<file path="src/dof_pkg.sv">
// -----------------------------------------------------------------------------
// dof_pkg - shared types and constants for the dhcp options finder
// option codes, walker phases, result status codes and beat field widths
// -----------------------------------------------------------------------------
package dof_pkg;

    // default cap on the area length
    localparam int MAX_AREA_DEF = 1024;

    // field widths
    localparam int DATA_W   = 8;
    localparam int ALEN_W   = 11;
    localparam int STATUS_W = 3;
    localparam int VOFF_W   = 10;
    localparam int VLEN_W   = 8;

    // packed beat widths, rounded up to whole bytes
    localparam int S_TDATA_W = ((DATA_W + ALEN_W + 7) / 8) * 8;
    localparam int M_TDATA_W = ((VOFF_W + VLEN_W + 7) / 8) * 8;

    // special option codes
    localparam logic [DATA_W-1:0] OPT_PAD = 8'd0;
    localparam logic [DATA_W-1:0] OPT_END = 8'd255;

    // result status codes
    localparam logic [STATUS_W-1:0] ST_FOUND     = 3'd0;
    localparam logic [STATUS_W-1:0] ST_END       = 3'd1;
    localparam logic [STATUS_W-1:0] ST_NOLEN     = 3'd2;
    localparam logic [STATUS_W-1:0] ST_OVERRUN   = 3'd3;
    localparam logic [STATUS_W-1:0] ST_EXHAUSTED = 3'd4;

    // walker phase, one-hot
    typedef enum logic [2:0] {
        PH_TYPE = 3'b001,
        PH_LEN  = 3'b010,
        PH_SKIP = 3'b100
    } phase_t;

endpackage

</file>
<file path="src/dhcp_option_finder.sv">
// -----------------------------------------------------------------------------
// dhcp_option_finder - streaming search of a dhcp options area
// walks type-length-value options one byte per beat and reports the first
// option whose type matches the configured code, or why the search ended
// -----------------------------------------------------------------------------
//
//  channel   dir   handshake             payload
//  -------   ---   -------------------   ---------------------------------------
//  s_        in    s_tvalid / s_tready   tdata: data_byte, area_length
//                                        tuser: first_byte
//  m_        out   m_tvalid / m_tready   tdata: value_offset, value_length
//                                        tuser: status
//  cfg_      in    cfg_wr_en             cfg_wr_data: wanted_code
//
//  one beat per cycle sustained while no result beat is stalled; an input beat
//  passes the input register, then the result register
//  the walker state is updated by one compare-and-count step between the
//  input register and the result register
//  aresetn is synchronous, active low; it clears the walker as if a new area
//  had just started and sets the wanted code to zero
//  a stalled result beat holds the pipe; the input register still takes a
//  beat while it is empty, so both registers fill before s_tready drops
//
module dhcp_option_finder #(
    parameter int MAX_AREA = dof_pkg::MAX_AREA_DEF
) (
    input  logic                          aclk,
    input  logic                          aresetn,

    // configuration
    input  logic                          cfg_wr_en,
    input  logic [dof_pkg::DATA_W-1:0]    cfg_wr_data,   // wanted_code

    // options bytes in
    input  logic                          s_tvalid,
    output logic                          s_tready,
    input  logic [dof_pkg::S_TDATA_W-1:0] s_tdata,       // [7:0] data_byte,
                                                         // [18:8] area_length
    input  logic                          s_tuser,       // [0] first_byte

    // search result out
    output logic                          m_tvalid,
    input  logic                          m_tready,
    output logic [dof_pkg::M_TDATA_W-1:0] m_tdata,       // [9:0] value_offset,
                                                         // [17:10] value_length
    output logic [dof_pkg::STATUS_W-1:0]  m_tuser        // [2:0] status
);

    // an area never exceeds what the length field can carry
    localparam int ALEN_MAX = (1 << dof_pkg::ALEN_W) - 1;
    localparam int LEN_CAP  = (MAX_AREA < ALEN_MAX) ? MAX_AREA : ALEN_MAX;
    // byte position runs 0..LEN_CAP
    localparam int POS_W    = $clog2(LEN_CAP + 1);
    // room for position + 1 + length byte, and for the area length
    localparam int SUM_W    = ((POS_W > dof_pkg::DATA_W) ? POS_W : dof_pkg::DATA_W) + 2;

    // configuration register
    logic [dof_pkg::DATA_W-1:0] wanted_reg;

    // input register
    logic                        s1_vld_reg;
    logic [dof_pkg::DATA_W-1:0]  s1_byte_reg;
    logic                        s1_first_reg;
    logic [dof_pkg::ALEN_W-1:0]  s1_alen_reg;

    // walker state
    logic [POS_W-1:0]            pos_reg,   pos_next;
    dof_pkg::phase_t             phase_reg, phase_next;
    logic [dof_pkg::DATA_W-1:0]  held_reg,  held_next;
    logic [dof_pkg::DATA_W-1:0]  skip_reg,  skip_next;
    logic                        done_reg,  done_next;

    // result register
    logic                         m_vld_reg;
    logic [dof_pkg::STATUS_W-1:0] m_status_reg;
    logic [dof_pkg::VOFF_W-1:0]   m_voff_reg;
    logic [dof_pkg::VLEN_W-1:0]   m_vlen_reg;

    // step results
    logic                         res_vld;
    logic [dof_pkg::STATUS_W-1:0] res_status;
    logic [dof_pkg::VOFF_W-1:0]   res_voff;
    logic [dof_pkg::VLEN_W-1:0]   res_vlen;

    logic [SUM_W-1:0] len_eff;
    logic [SUM_W-1:0] p_ext;
    logic [SUM_W-1:0] p_inc;
    logic [SUM_W-1:0] val_end;
    logic             adv;

    // the result register can take a new beat
    assign adv      = !m_vld_reg || m_tready;
    assign s_tready = !s1_vld_reg || adv;

    assign m_tvalid = m_vld_reg;
    assign m_tuser  = m_status_reg;
    assign m_tdata  = dof_pkg::M_TDATA_W'({m_vlen_reg, m_voff_reg});

    // configuration
    always_ff @(posedge aclk) begin
        if (!aresetn) begin
            wanted_reg <= '0;
        end else if (cfg_wr_en) begin
            wanted_reg <= cfg_wr_data;
        end
    end

    // input register
    always_ff @(posedge aclk) begin
        if (!aresetn) begin
            s1_vld_reg <= 1'b0;
        end else if (s_tready) begin
            s1_vld_reg <= s_tvalid;
        end
    end

    always_ff @(posedge aclk) begin
        if (s_tready && s_tvalid) begin
            s1_byte_reg  <= s_tdata[dof_pkg::DATA_W-1:0];
            s1_alen_reg  <= s_tdata[dof_pkg::DATA_W +: dof_pkg::ALEN_W];
            s1_first_reg <= s_tuser;
        end
    end

    // one walker step on the registered byte
    always_comb begin
        pos_next   = pos_reg;
        phase_next = phase_reg;
        held_next  = held_reg;
        skip_next  = skip_reg;
        done_next  = done_reg;
        res_vld    = 1'b0;
        res_status = dof_pkg::ST_EXHAUSTED;
        res_voff   = '0;
        res_vlen   = '0;

        // effective area length, capped
        if (32'(s1_alen_reg) > MAX_AREA) begin
            len_eff = SUM_W'(MAX_AREA);
        end else begin
            len_eff = SUM_W'(s1_alen_reg);
        end

        // a first byte restarts the walker
        if (s1_first_reg) begin
            pos_next   = '0;
            phase_next = dof_pkg::PH_TYPE;
            held_next  = '0;
            skip_next  = '0;
            done_next  = 1'b0;
        end

        p_ext   = SUM_W'(pos_next);
        p_inc   = p_ext + SUM_W'(1);
        val_end = p_inc + SUM_W'(s1_byte_reg);

        if (!done_next) begin
            if (p_ext >= len_eff) begin
                // byte beyond the area
                res_vld    = 1'b1;
                res_status = dof_pkg::ST_EXHAUSTED;
            end else begin
                pos_next = POS_W'(p_inc);
                case (phase_next)
                    dof_pkg::PH_LEN: begin
                        if (val_end > len_eff) begin
                            res_vld    = 1'b1;
                            res_status = dof_pkg::ST_OVERRUN;
                        end else if (held_next == wanted_reg) begin
                            res_vld    = 1'b1;
                            res_status = dof_pkg::ST_FOUND;
                            res_voff   = p_inc[dof_pkg::VOFF_W-1:0];
                            res_vlen   = s1_byte_reg;
                        end else if (s1_byte_reg == '0) begin
                            phase_next = dof_pkg::PH_TYPE;
                        end else begin
                            phase_next = dof_pkg::PH_SKIP;
                            skip_next  = s1_byte_reg;
                        end
                    end
                    dof_pkg::PH_SKIP: begin
                        if (skip_next != '0) begin
                            skip_next = skip_next - 8'd1;
                        end
                        if (skip_next == '0) begin
                            phase_next = dof_pkg::PH_TYPE;
                        end
                    end
                    default: begin
                        // expect a type byte
                        phase_next = dof_pkg::PH_TYPE;
                        if (s1_byte_reg == dof_pkg::OPT_END) begin
                            res_vld    = 1'b1;
                            res_status = dof_pkg::ST_END;
                        end else if (s1_byte_reg != dof_pkg::OPT_PAD) begin
                            if (p_inc >= len_eff) begin
                                res_vld    = 1'b1;
                                res_status = dof_pkg::ST_NOLEN;
                            end else begin
                                held_next  = s1_byte_reg;
                                phase_next = dof_pkg::PH_LEN;
                            end
                        end
                    end
                endcase

                // area used up on an option boundary
                if (!res_vld && phase_next == dof_pkg::PH_TYPE && p_inc >= len_eff) begin
                    res_vld    = 1'b1;
                    res_status = dof_pkg::ST_EXHAUSTED;
                end
            end
            if (res_vld) begin
                done_next = 1'b1;
            end
        end
    end

    // walker state and result register
    always_ff @(posedge aclk) begin
        if (!aresetn) begin
            pos_reg   <= '0;
            phase_reg <= dof_pkg::PH_TYPE;
            held_reg  <= '0;
            skip_reg  <= '0;
            done_reg  <= 1'b0;
            m_vld_reg <= 1'b0;
        end else if (adv) begin
            m_vld_reg <= s1_vld_reg && res_vld;
            if (s1_vld_reg) begin
                pos_reg   <= pos_next;
                phase_reg <= phase_next;
                held_reg  <= held_next;
                skip_reg  <= skip_next;
                done_reg  <= done_next;
            end
        end
    end

    always_ff @(posedge aclk) begin
        if (adv && s1_vld_reg && res_vld) begin
            m_status_reg <= res_status;
            m_voff_reg   <= res_voff;
            m_vlen_reg   <= res_vlen;
        end
    end

    // checks

    // walker phase stays one-hot
    a_phase_onehot: assert property (@(posedge aclk) disable iff (!aresetn)
        $onehot(phase_reg))
        else $error("walker phase not one-hot");

    // only a found result carries an offset and a length
    a_zero_unless_found: assert property (@(posedge aclk) disable iff (!aresetn)
        (m_vld_reg && m_status_reg != dof_pkg::ST_FOUND)
            |-> (m_voff_reg == '0 && m_vlen_reg == '0))
        else $error("non-found result carries value fields");

    // a concluded step closes the search
    a_done_after_result: assert property (@(posedge aclk) disable iff (!aresetn)
        (adv && s1_vld_reg && res_vld) |=> (done_reg && m_vld_reg))
        else $error("search not closed after a result");

    // no result while the search is closed and no restart comes
    a_no_result_when_done: assert property (@(posedge aclk) disable iff (!aresetn)
        (s1_vld_reg && done_reg && !s1_first_reg) |-> !res_vld)
        else $error("result from a closed search");

    // input back-pressure only with a full input register and stalled output
    a_ready_stall: assert property (@(posedge aclk) disable iff (!aresetn)
        !s_tready |-> (s1_vld_reg && m_vld_reg && !m_tready))
        else $error("input stalled without cause");

endmodule
</file>
<file path="config.mk">
export PLATFORM = sky130hd
export DESIGN_NAME = dhcp_option_finder
export DESIGN_NICKNAME = d
export VERILOG_FILES = /design/src/dof_pkg.sv /design/src/dhcp_option_finder.sv
export SDC_FILE = /design/constraint.sdc
export NUM_CORES = 1
export LEC_CHECK = 0
export BUFFER_PORTS_ARGS = -buffer_cell sky130_fd_sc_hd__buf_2
export CORE_MARGIN = 2
export CORE_UTILIZATION = 40
export DETAILED_ROUTE_END_ITERATION = 7
export PLACE_DENSITY = 0.59
export SETUP_SLACK_MARGIN = 0.5
export SYNTH_ARGS = -nofsm -noshare
export SYNTH_HDL_FRONTEND = slang
export SYNTH_SLANG_ARGS = --single-unit
export TNS_END_PERCENT = 1
</file>
<file path="constraint.sdc">
create_clock -name aclk -period 8.92 [get_ports aclk]
set_input_delay 0.892 -clock aclk [delete_from_list [all_inputs] [get_ports aclk]]
set_output_delay 0.892 -clock aclk [all_outputs]
set_load 0.02 [all_outputs]
</file>
==> results of run 1 <==
area by class of cell:
class	instances	area share, %
multi-input cells	454	52.6
flip-flops and latches	82	33.4
inverters	15	0.917
clock inverters	4	0.387
well taps	176	3.59
repair buffers	57	4.73
clock buffers	12	4.36
cell usage after synthesis, drive strengths merged (6+ instances only):
cell type  instances  area, um2
o211ai             6       45.0
and2              24        151
a22oi              8       60.1
a31oi             12       81.3
nor2b             17        106
nor2              54        208
nand2             38        143
a21o               9       71.3
xor2               7       61.3
o21ai             22        110
nand4             14       93.8
buf               15        104
a22o               7       61.3
o31ai              6       50.1
inv               14       52.6
nand3             17       85.1
mux2i             11        110
dfxtp             41        821
ha                45        563
edfxtp            41       1230
nand2b             7       43.8
clkbuf             9       33.8
xnor2             18        158
a21oi             23        119
nor3              14       75.1
o21a               9       67.6
power by group through the flow:
stage / combinational (mW) / clock (mW) / sequential (mW)
detailed placement: 0.113 / 0 / 0.431
CTS: 0.113 / 0.371 / 0.423
finish: 0.115 / 0.363 / 0.424
global route: 0.128 / 0.383 / 0.425
global placement: 0.109 / 0 / 0.431
floorplan: 0.0850 / 0 / 0.424
stage by stage:
stage / hold slack [ps] / std cells
final: 504 / 800
after global routing: 551 / 800
after CTS: 512 / 800
after detailed placement: 497 / 784
after global placement: 488 / 784
after floorplan: 471 / 575
how the worst max path moves through the flow:
stage | start | cells after the start | endpoint | slack, ps
final | s1_first_reg$_DFFE_PP_ | 17 | m_voff_reg[8]$_SDFFCE_PP0P_ | 3230
after detailed placement | s1_first_reg$_DFFE_PP_ | 17 | m_voff_reg[0]$_SDFFCE_PP0P_ | 3310
after global placement | s1_first_reg$_DFFE_PP_ | 17 | m_voff_reg[0]$_SDFFCE_PP0P_ | 3480
after floorplan | s1_first_reg$_DFFE_PP_ | 18 | m_tuser[0]$_SDFFCE_PP0P_ | 3130
after CTS | s1_first_reg$_DFFE_PP_ | 17 | m_vlen_reg[0]$_SDFFCE_PP0P_ | 3280
after global routing | s1_first_reg$_DFFE_PP_ | 17 | m_vlen_reg[0]$_SDFFCE_PP0P_ | 2920
metal layers:
layer	vias to the layer above	routed length [um]	GRT usage [%]	part of all wire (%)
met1	2191	6660	29.2	46
met4	0	433	9.45	3.0
met2	229	6310	31.1	43
met5	-	0	0	0
li1	2261	-	-	-
met3	32	1170	3.68	8.0
worst max-delay path, cell delays in order (launching register included):
cell,delay (ps)
edfxtp_1,360
buf_4,280
nand3b_1,270
nor2_1,330
xor2_1,490
ha_1,360
a21o_1,170
a31oi_1,230
o21ai_0,230
xor2_1,220
ha_1,320
a21boi_1,130
a2111oi_0,610
a211o_1,290
and4_1,360
o211ai_1,200
a31oi_2,230
buf_4,300
cells by family (layout without fill, tap and decap cells):
family	count (synthesis)	count (layout)	synth area share (%)
flops	82	82	37.7
compound gates	155	155	21.3
mux	11	11	2.02
other cells	1	6	0.0688
buf+inv	39	88	3.56
xor+xnor	25	25	4.02
fa+ha+maj	46	46	10.7
simple gates	211	211	20.6
==> flow_summary.json, run 1 <==
{
  "outcome": "complete, no violations",
  "worst_pin_slew_ps": 941,
  "start_util_pct": 41.0,
  "postCtsHoldBufs": 0,
  "synthCells": 570,
  "rows": 42,
  "grt-ovfl-total": 0,
  "period_minus_slack_ps": 5690,
  "numCtsBuffers": 9,
  "io_pins": 67,
  "area_growth_pct": 12.7,
  "finClkSkew_ps": 6.11,
  "final_cell_mix": "buf_2, nor2_1, ha_1",
  "cap_violations": 0,
  "via_count": 4713,
  "cts_resized": 0,
  "n_antenna_cell": 0,
  "yosys_warnings": 0,
  "viasPerCell": 5.89,
  "criticalPathCategory": "reg -> reg",
  "hold_start": "pos_reg[10]$_SDFFE_PN0P_",
  "port_buffers": 55,
  "worstHoldEndpoint": "pos_reg[10]$_SDFFE_PN0P_",
  "die_w_um": 121,
  "clkSlewWorstSetupHoldPaths_ps": 60,
  "cp.required_ps": 8950,
  "drt-initial-drc-count": 388,
  "power_density_mw_per_mm2": 147,
  "synth_seq_cells": 82,
  "nFillCells": 1262,
  "multiInputGateArea_mm2": 0.00323,
  "place_congestion": 0.887,
  "ir_drop_mv": 0.123,
  "timing.rr.start": "s1_first_reg$_DFFE_PP_",
  "fin_setup_tns_ps": 0,
  "seq_area_frac_synth_pct": 37.7,
  "final_net_count": 703,
  "core-area_mm2": 0.0133,
  "critPathLaunchType": "flip-flop",
  "synth_async_sr_flop_share_pct": 0,
  "grt_usage_pct": 20.8,
  "synth-main-ff-cell": "edfxtp_1",
  "p_sw_share_pct": 26.4,
  "post-route-cell-area_mm2": 0.00614,
  "clock.fmax_ghz": 0.176,
  "clock_latency_ps": 340,
  "grt_pass1_vias": 4490,
  "clock_power_share_pct": 40.3,
  "grt_first_pass_wirelength_um": 23500,
  "rsz0062_at_grt": "no",
  "hold_class": "reg -> reg",
  "rr_endpoint": "m_voff_reg[8]$_SDFFCE_PP0P_",
  "p_sw_uw": 238,
  "worstPathArrival_ps": 5720,
  "final_common_cell": "buf_2",
  "period_share_pct": 63.8,
  "setup_violations": 0,
  "finalHoldViolCount": 0,
  "die_h_um": 121,
  "drt.antenna.violating_nets": 0,
  "die-area_mm2": 0.0146,
  "dpl-instance-area_mm2": 0.00585,
  "routed_wl_um": 14600,
  "utilization_pct": 46.2,
  "p_leak_nw": 2.55,
  "cts_root_buffer": "clkbuf_16",
  "setup_ws_ps": 3230,
  "seqCellArea_mm2": 0.00205,
  "path_max_fanout": 41,
  "drt-wirelength-per-cell_um": 18.2,
  "htree_levels": 3,
  "end_kind": "flip-flop",
  "antenna_found_initial": 0,
  "syn_avg_cell_area_um2": 9.56,
  "synth_edf_count": 41,
  "cts_tree": "yes",
  "drcViolationCount": 0,
  "post_cts_buffers": 0,
  "synth_cell_type_count": 84,
  "cts.sinks": 82,
  "fin_total_pwr_uw": 901,
  "grt_max_degree": 42,
  "reg2reg_depth": 17,
  "synth_area_mm2": 0.00545,
  "combPwrFrac_pct": 12.7,
  "maxSlewViolCount": 0,
  "hold_path_depth": 2,
  "relSlewSlack_pct": 37.2,
  "dp_hpwl_um": 10800,
  "seq_power_share_pct": 47.0,
  "p_int_uw": 663,
  "rrSetupSlack_ps": 3230,
  "firstDrtPassIters": 5,
  "dpl_worst_slack_ps": 3310,
  "cts_buffer_depth": 2,
  "drive_gt1_share_pct": 15.1
}
(Power assumes the default switching activity.)
==> run 2: changes to the inputs <==
--- a/config.mk
+++ b/config.mk
@@ -5,6 +5,7 @@
 export SDC_FILE = /design/constraint.sdc
 export NUM_CORES = 1
 export LEC_CHECK = 0
+export ABC_AREA = 1
 export BUFFER_PORTS_ARGS = -buffer_cell sky130_fd_sc_hd__buf_2
 export CORE_MARGIN = 2
 export CORE_UTILIZATION = 40
==> constraint.sdc (replaced) <==
create_clock -name aclk -period 5.8 [get_ports aclk]
set_input_delay 0.58 -clock aclk [delete_from_list [all_inputs] [get_ports aclk]]
set_output_delay 0.58 -clock aclk [all_outputs]
set_load 0.02 [all_outputs]
==> run 2 against run 1 <==
Against the previous run: combinational power increased to 2.7 times the previous value; area after synthesis is 0.14% higher; wire length is 2.9% lower; die area rose by 0.13%; cell area increased by 1.3%; sequential share of layout area shrank 0.42 points; total power grew 72%; via count grew 7.3%; register-to-register slack got worse by 2300 ps; synthesized cell count is 26% higher; critical path type unchanged; critical endpoint is now m_voff_reg[0]$_SDFFCE_PP0P_; largest cell class unchanged; highest routed layer unchanged.
==> flow_summary.json, run 2 <==
{
  "outcome": "complete, no violations",
  "grt_max_degree": 34,
  "drt-wirelength-per-cell_um": 14.8,
  "antenna_found_initial": 0,
  "synth_commonest_cells": "nand2_1, inv_1, nor2_1, a21oi_1, ha_1",
  "synth_top_cell_by_area": "edfxtp_1",
  "grt_usage_pct": 20.2,
  "nFillCells": 1360,
  "finalHoldViolCount": 0,
  "final_common_cell": "nand2_1",
  "synth-main-ff-cell": "edfxtp_1",
  "grt_pass1_vias": 4889,
  "place_congestion": 0.898,
  "postCtsHoldBufs": 0,
  "worstPathArrival_ps": 4890,
  "cts_buffer_depth": 2,
  "period_minus_slack_ps": 4840,
  "cts_root_buffer": "clkbuf_16",
  "seq_area_frac_synth_pct": 37.6,
  "ir_drop_mv": 0.179,
  "viasPerCell": 5.29,
  "rows": 42,
  "maxSlewViolCount": 0,
  "clkSlewWorstSetupHoldPaths_ps": 60,
  "criticalPathCategory": "reg -> reg",
  "n_antenna_cell": 0,
  "yosys_warnings": 0,
  "critPathLaunchType": "flip-flop",
  "io_pins": 67,
  "cp.required_ps": 5850,
  "syn_avg_cell_area_um2": 7.60,
  "firstDrtPassIters": 5,
  "synth_area_leaders": "edfxtp_1, dfxtp_1, ha_1",
  "synth_compound_area_share_pct": 14.6,
  "grt_first_pass_wirelength_um": 23100,
  "synth_mux_area_share_pct": 0,
  "drt-initial-drc-count": 325,
  "clock.fmax_ghz": 0.206,
  "final_net_count": 859,
  "synthCells": 718,
  "power_density_mw_per_mm2": 250,
  "numCtsBuffers": 9,
  "setup_violations": 0,
  "cap_violations": 0,
  "drcViolationCount": 0,
  "end_kind": "flip-flop",
  "dp_hpwl_um": 11000,
  "drt.antenna.violating_nets": 0,
  "rsz0062_at_grt": "no",
  "area_growth_pct": 13.9,
  "synth_cell_type_count": 44,
  "clock_latency_ps": 340,
  "start_util_pct": 41.0,
  "synth_edf_count": 41,
  "core-area_mm2": 0.0133,
  "fin_total_pwr_mw": 1.55,
  "htree_levels": 3,
  "hold_class": "in -> reg",
  "worst_pin_slew_ps": 913,
  "drive_gt1_share_pct": 13.6,
  "synth_seq_cells": 82,
  "grt-ovfl-total": 0,
  "synth_xor_area_share_pct": 3.05,
  "period_share_pct": 83.5,
  "via_count": 5059,
  "path_max_fanout": 21,
  "finClkSkew_ps": 6.16,
  "synth_adder_area_share_pct": 10.7,
  "cts.sinks": 82,
  "p_leak_nw": 2.80,
  "die_w_um": 121,
  "multiInputGateArea_mm2": 0.00297,
  "synth_top_area_share_pct": 22.6,
  "cts_tree": "yes",
  "yosysMostFrequentCell": "nand2_1",
  "port_buffers": 55,
  "synth_area_mm2": 0.00546,
  "die_h_um": 121,
  "synth-simple-area-share_pct": 25.6,
  "synth_top_family_by_area": "simple AND/OR/NAND/NOR gates",
  "seqCellArea_mm2": 0.00205,
  "fin_setup_tns_ps": 0,
  "relSlewSlack_pct": 38.9,
  "final_cell_mix": "nand2_1, inv_1, nor2_1",
  "synth_async_sr_flop_share_pct": 0,
  "routed_wl_um": 14200,
  "die-area_mm2": 0.0146
}
run 2: per-layer routing:
layer / track usage (%) / vias up / share of wire, %
met5: 0 / - / 0
met4: 10.9 / 0 / 4.2
met3: 4.20 / 38 / 5.3
met2: 33.8 / 140 / 48
met1: 24.3 / 2335 / 43
li1: - / 2546 / -
run 2: area by class of cell:
type,instances,share of cell area (%)
inverters,89,5.39
clock buffers,11,3.90
repair buffers,63,5.60
flip-flops and latches,82,33.0
well taps,176,3.54
multi-input cells,530,47.7
clock inverters,5,0.845
run 2: kinds of logic (layout without fill, tap and decap cells):
group,after synthesis,after routing
and+or+nand+nor,312,312
AOI/OAI and AO/OA,147,147
buffers and inverters,111,168
DFF,82,82
adders and majority gates,46,46
xor gates and xnor gates,19,19
other,1,6
run 2: through the flow:
step	hold WS, ps	setup WS (ps)	utilization [%]	area (um2)	instances
final	406	956	46.8	6220	956
after global routing	398	572	46.8	6220	956
after CTS	396	854	46.7	6210	956
after detailed placement	455	881	44.5	5920	940
after global placement	454	894	44.5	5920	940
after floorplan	445	1340	-	5470	723
run 2: path summary, 6_finish.rpt:
path / start / to / slack [ps] / depth (start not counted)
setup / recovery: s1_first_reg$_DFFE_PP_ / m_voff_reg[0]$_SDFFCE_PP0P_ / 960 / 23
hold / removal: s_tdata[13] / s1_alen_reg[5]$_DFFE_PP_ / 410 / 1
hold reg to reg: pos_reg[10]$_SDFFE_PN0P_ / pos_reg[10]$_SDFFE_PN0P_ / 470 / 2
setup reg to reg: s1_first_reg$_DFFE_PP_ / m_voff_reg[0]$_SDFFCE_PP0P_ / 960 / 23
run 2: report_power, final:
part	leakage, nW	internal [mW]	switching [mW]
clock	0.147	0.344	0.231
sequential	0.696	0.646	0.0224
combinational	1.95	0.105	0.203
total	2.80	1.09	0.457
run 2: worst max-delay path: stages, from the launching register on:
cell	delay [ps]
edfxtp_1	410
buf_4	220
nor2_1	320
nor2_1	90
nor2_1	230
inv_1	130
fa_1	440
o21ai_0	320
a31oi_1	190
o21ai_1	250
xor2_1	180
ha_1	280
a21oi_1	120
o21ai_0	90
a21oi_1	160
o2111ai_2	220
nand2_4	200
nand2_1	80
nand2_2	70
nand2_1	60
nand3_2	80
nand2_2	70
inv_1	140
buf_12	180
run 2: repair_timing:
| item | CTS | global route |
|---|---|---|
| gates resized for setup | 0 | 2 |
| setup buffers | 0 | 0 |
| setup endpoints to repair | 0 | 22 |
==> run 3: changes to the inputs <==
--- a/config.mk
+++ b/config.mk
@@ -5,12 +5,12 @@
 export SDC_FILE = /design/constraint.sdc
 export NUM_CORES = 1
 export LEC_CHECK = 0
-export ABC_AREA = 1
+export ABC_AREA = 0
 export BUFFER_PORTS_ARGS = -buffer_cell sky130_fd_sc_hd__buf_2
 export CORE_MARGIN = 2
 export CORE_UTILIZATION = 40
 export DETAILED_ROUTE_END_ITERATION = 7
-export PLACE_DENSITY = 0.59
+export PLACE_DENSITY = 0.61
 export SETUP_SLACK_MARGIN = 0.5
 export SYNTH_ARGS = -nofsm -noshare
 export SYNTH_HDL_FRONTEND = slang
==> constraint.sdc (replaced) <==
create_clock -name aclk -period 4 [get_ports aclk]
set_input_delay 0.4 -clock aclk [delete_from_list [all_inputs] [get_ports aclk]]
set_output_delay 0.4 -clock aclk [all_outputs]
set_load 0.02 [all_outputs]
==> run 3 against run 2 <==
Against the previous run: the run now ends with setup timing left; die area shrank 0.13%; sequential cell count did not move; global-route usage rose by 1.2 points; combinational power up 2%; count of clock-buffer cells in the layout grew 2; cell count down 9.0%; clock power rose by 41%; sequential share of layout area decreased by 3.4 points; non-clock buffer count rose by 64; wire length up 6.5%; total power grew 32%; critical path type unchanged; critical endpoint is now m_vlen_reg[4]$_SDFFCE_PP0P_; largest power group unchanged.
==> flow_summary.json, run 3 (same netlist as run 1, synthesis figures left out) <==
{
  "dp_hpwl_um": 11900,
  "port_buffers": 55,
  "period_minus_slack_ps": 4130,
  "rr_endpoint": "m_vlen_reg[4]$_SDFFCE_PP0P_",
  "n_antenna_cell": 0,
  "worst_pin_slew_ps": 940,
  "setup_ws_ps": -134,
  "viasPerCell": 5.61,
  "finalHoldViolCount": 0,
  "worstPathArrival_ps": 4200,
  "antenna_found_initial": 0,
  "drt-wirelength-per-cell_um": 17.3,
  "drcViolationCount": 0,
  "crit_path_top_delay_cell": "a2111o_1",
  "area_growth_pct": 27.6,
  "criticalPathCategory": "reg -> reg",
  "holdWs_ps": 221,
  "endpoint": "m_vlen_reg[4]$_SDFFCE_PP0P_",
  "startpoint": "pos_reg[1]$_SDFFE_PN0P_",
  "nFillCells": 1222,
  "final_cell_mix": "buf_4, buf_2, nor2_1",
  "dpl_worst_slack_ps": -272,
  "rows": 42,
  "drive_gt1_share_pct": 29.5,
  "final_common_cell": "buf_4",
  "via_count": 4878,
  "critPathLaunchType": "flip-flop",
  "numCtsBuffers": 9,
  "cts_root_buffer": "clkbuf_16",
  "clock.fmax_ghz": 0.242,
  "cp.required_ps": 4060,
  "grt_pass1_vias": 4608,
  "core-area_mm2": 0.0133,
  "grt-ovfl-total": 0,
  "outcome": "complete, but fails checks",
  "place_congestion": 0.907,
  "start_util_pct": 41.0,
  "rrSetupSlack_ps": -130,
  "die-area_mm2": 0.0146,
  "cts_buffer_depth": 2,
  "relSlewSlack_pct": 37.2,
  "htree_levels": 3,
  "violations": "setup timing",
  "die_h_um": 121,
  "fin_total_pwr_mw": 2.05,
  "setup_violations": 26,
  "fin_setup_tns_ps": -2870,
  "clkSlewWorstSetupHoldPaths_ps": 60,
  "drt.antenna.violating_nets": 0,
  "ir_drop_mv": 0.255,
  "clock_latency_ps": 350,
  "cts_tree": "yes",
  "cap_violations": 0,
  "reg2reg_depth": 17,
  "firstDrtPassIters": 4,
  "critPathMaxStageDelay_ps": 400,
  "hold_class": "in -> reg",
  "io_pins": 67,
  "die_w_um": 121,
  "finClkSkew_ps": 9.52,
  "crit_chain": "and3_4 -> nand2_2 -> xor2_1 -> nor2_2 -> ha_4 -> a21o_1 -> a2111o_1 -> a31o_1 -> nand3_2 -> xnor2_2 -> ha_2 -> a2111oi_4 -> a211o_1 -> and4_4 -> o211ai_1 -> a31oi_4 -> buf_12",
  "grt_first_pass_wirelength_um": 24100,
  "grt_max_degree": 26,
  "grt_usage_pct": 21.4,
  "post-route-cell-area_mm2": 0.00695,
  "dpl-instance-area_mm2": 0.00650,
  "final_net_count": 773,
  "p_leak_nw": 2.96,
  "timing.rr.start": "pos_reg[1]$_SDFFE_PN0P_",
  "end_kind": "flip-flop",
  "routed_wl_um": 15100,
  "period_share_pct": 103,
  "cts.sinks": 82,
  "postCtsHoldBufs": 0,
  "drt-initial-drc-count": 312,
  "maxSlewViolCount": 0,
  "rsz0062_at_grt": "yes",
  "power_density_mw_per_mm2": 295,
  "path_max_fanout": 17
}
## run 3: cell count changes in the layout (fill, tap and decap cells not counted), sizes merged, moves of 28 or more
cell,previous run,this run
nand2,151,38
inv,89,15
buf,63,127
a21oi,74,23
nor2,82,54
o21ai,50,22
## run 3: metrics by stage
step,utilization (%),cells
after CTS,51.5,867
after global routing,52.3,870
after floorplan,-,575
final,52.3,870
after detailed placement,48.9,851
after global placement,48.9,851
## run 3: worst max-delay path, delay by kind of cell, from the launching register on
family	cells	cell delay (ps)
xor+xnor	2	220
simple gates	5	800
compound gates	7	1800
flops	1	370
buf+inv	1	180
fa+ha+maj	2	440
## run 3: power breakdown
part / switching [mW] / leakage (nW) / internal [mW]
clock: 0.335 / 0.146 / 0.474
combinational: 0.181 / 2.05 / 0.133
sequential: 0.0233 / 0.755 / 0.908
total: 0.539 / 2.96 / 1.51
## run 3: worst min path at each step
stage	slack, ps	cells past startpoint	end	from
floorplan	470	2	pos_reg[10]$_SDFFE_PN0P_	pos_reg[10]$_SDFFE_PN0P_
global placement	490	2	pos_reg[10]$_SDFFE_PN0P_	pos_reg[10]$_SDFFE_PN0P_
detailed placement	500	1	phase_reg[1]$_SDFFE_PN0P_	phase_reg[1]$_SDFFE_PN0P_
CTS	210	1	s1_byte_reg[2]$_DFFE_PP_	s_tdata[2]
global route	210	1	s1_byte_reg[2]$_DFFE_PP_	s_tdata[2]
finish	220	1	s1_byte_reg[2]$_DFFE_PP_	s_tdata[2]
## run 3: final cells by class
class	count	area (um2)	share of cell area [%]
clock inverter	3	22.5	0.324
inverter	15	56.3	0.810
clock buffer	13	270	3.89
multi-input combinational	454	3470	50.0
tap	176	220	3.17
sequential	82	2060	29.6
timing repair buffer	127	848	12.2
## run 3: metal layers
metal | vias up | global-route usage, % | share of wire, %
met5 | - | 0 | 0
met4 | 0 | 6.18 | 1.5
met3 | 18 | 5.14 | 5.7
met2 | 151 | 32.6 | 45
met1 | 2312 | 30.3 | 48
li1 | 2397 | - | -
## run 3: what timing repair did
| item | CTS | global route |
|---|---|---|
| gates resized for setup | 14 | 15 |
| pin swaps | 8 | 11 |
| setup buffers | 0 | 3 |
| setup endpoints to repair | 55 | 63 |
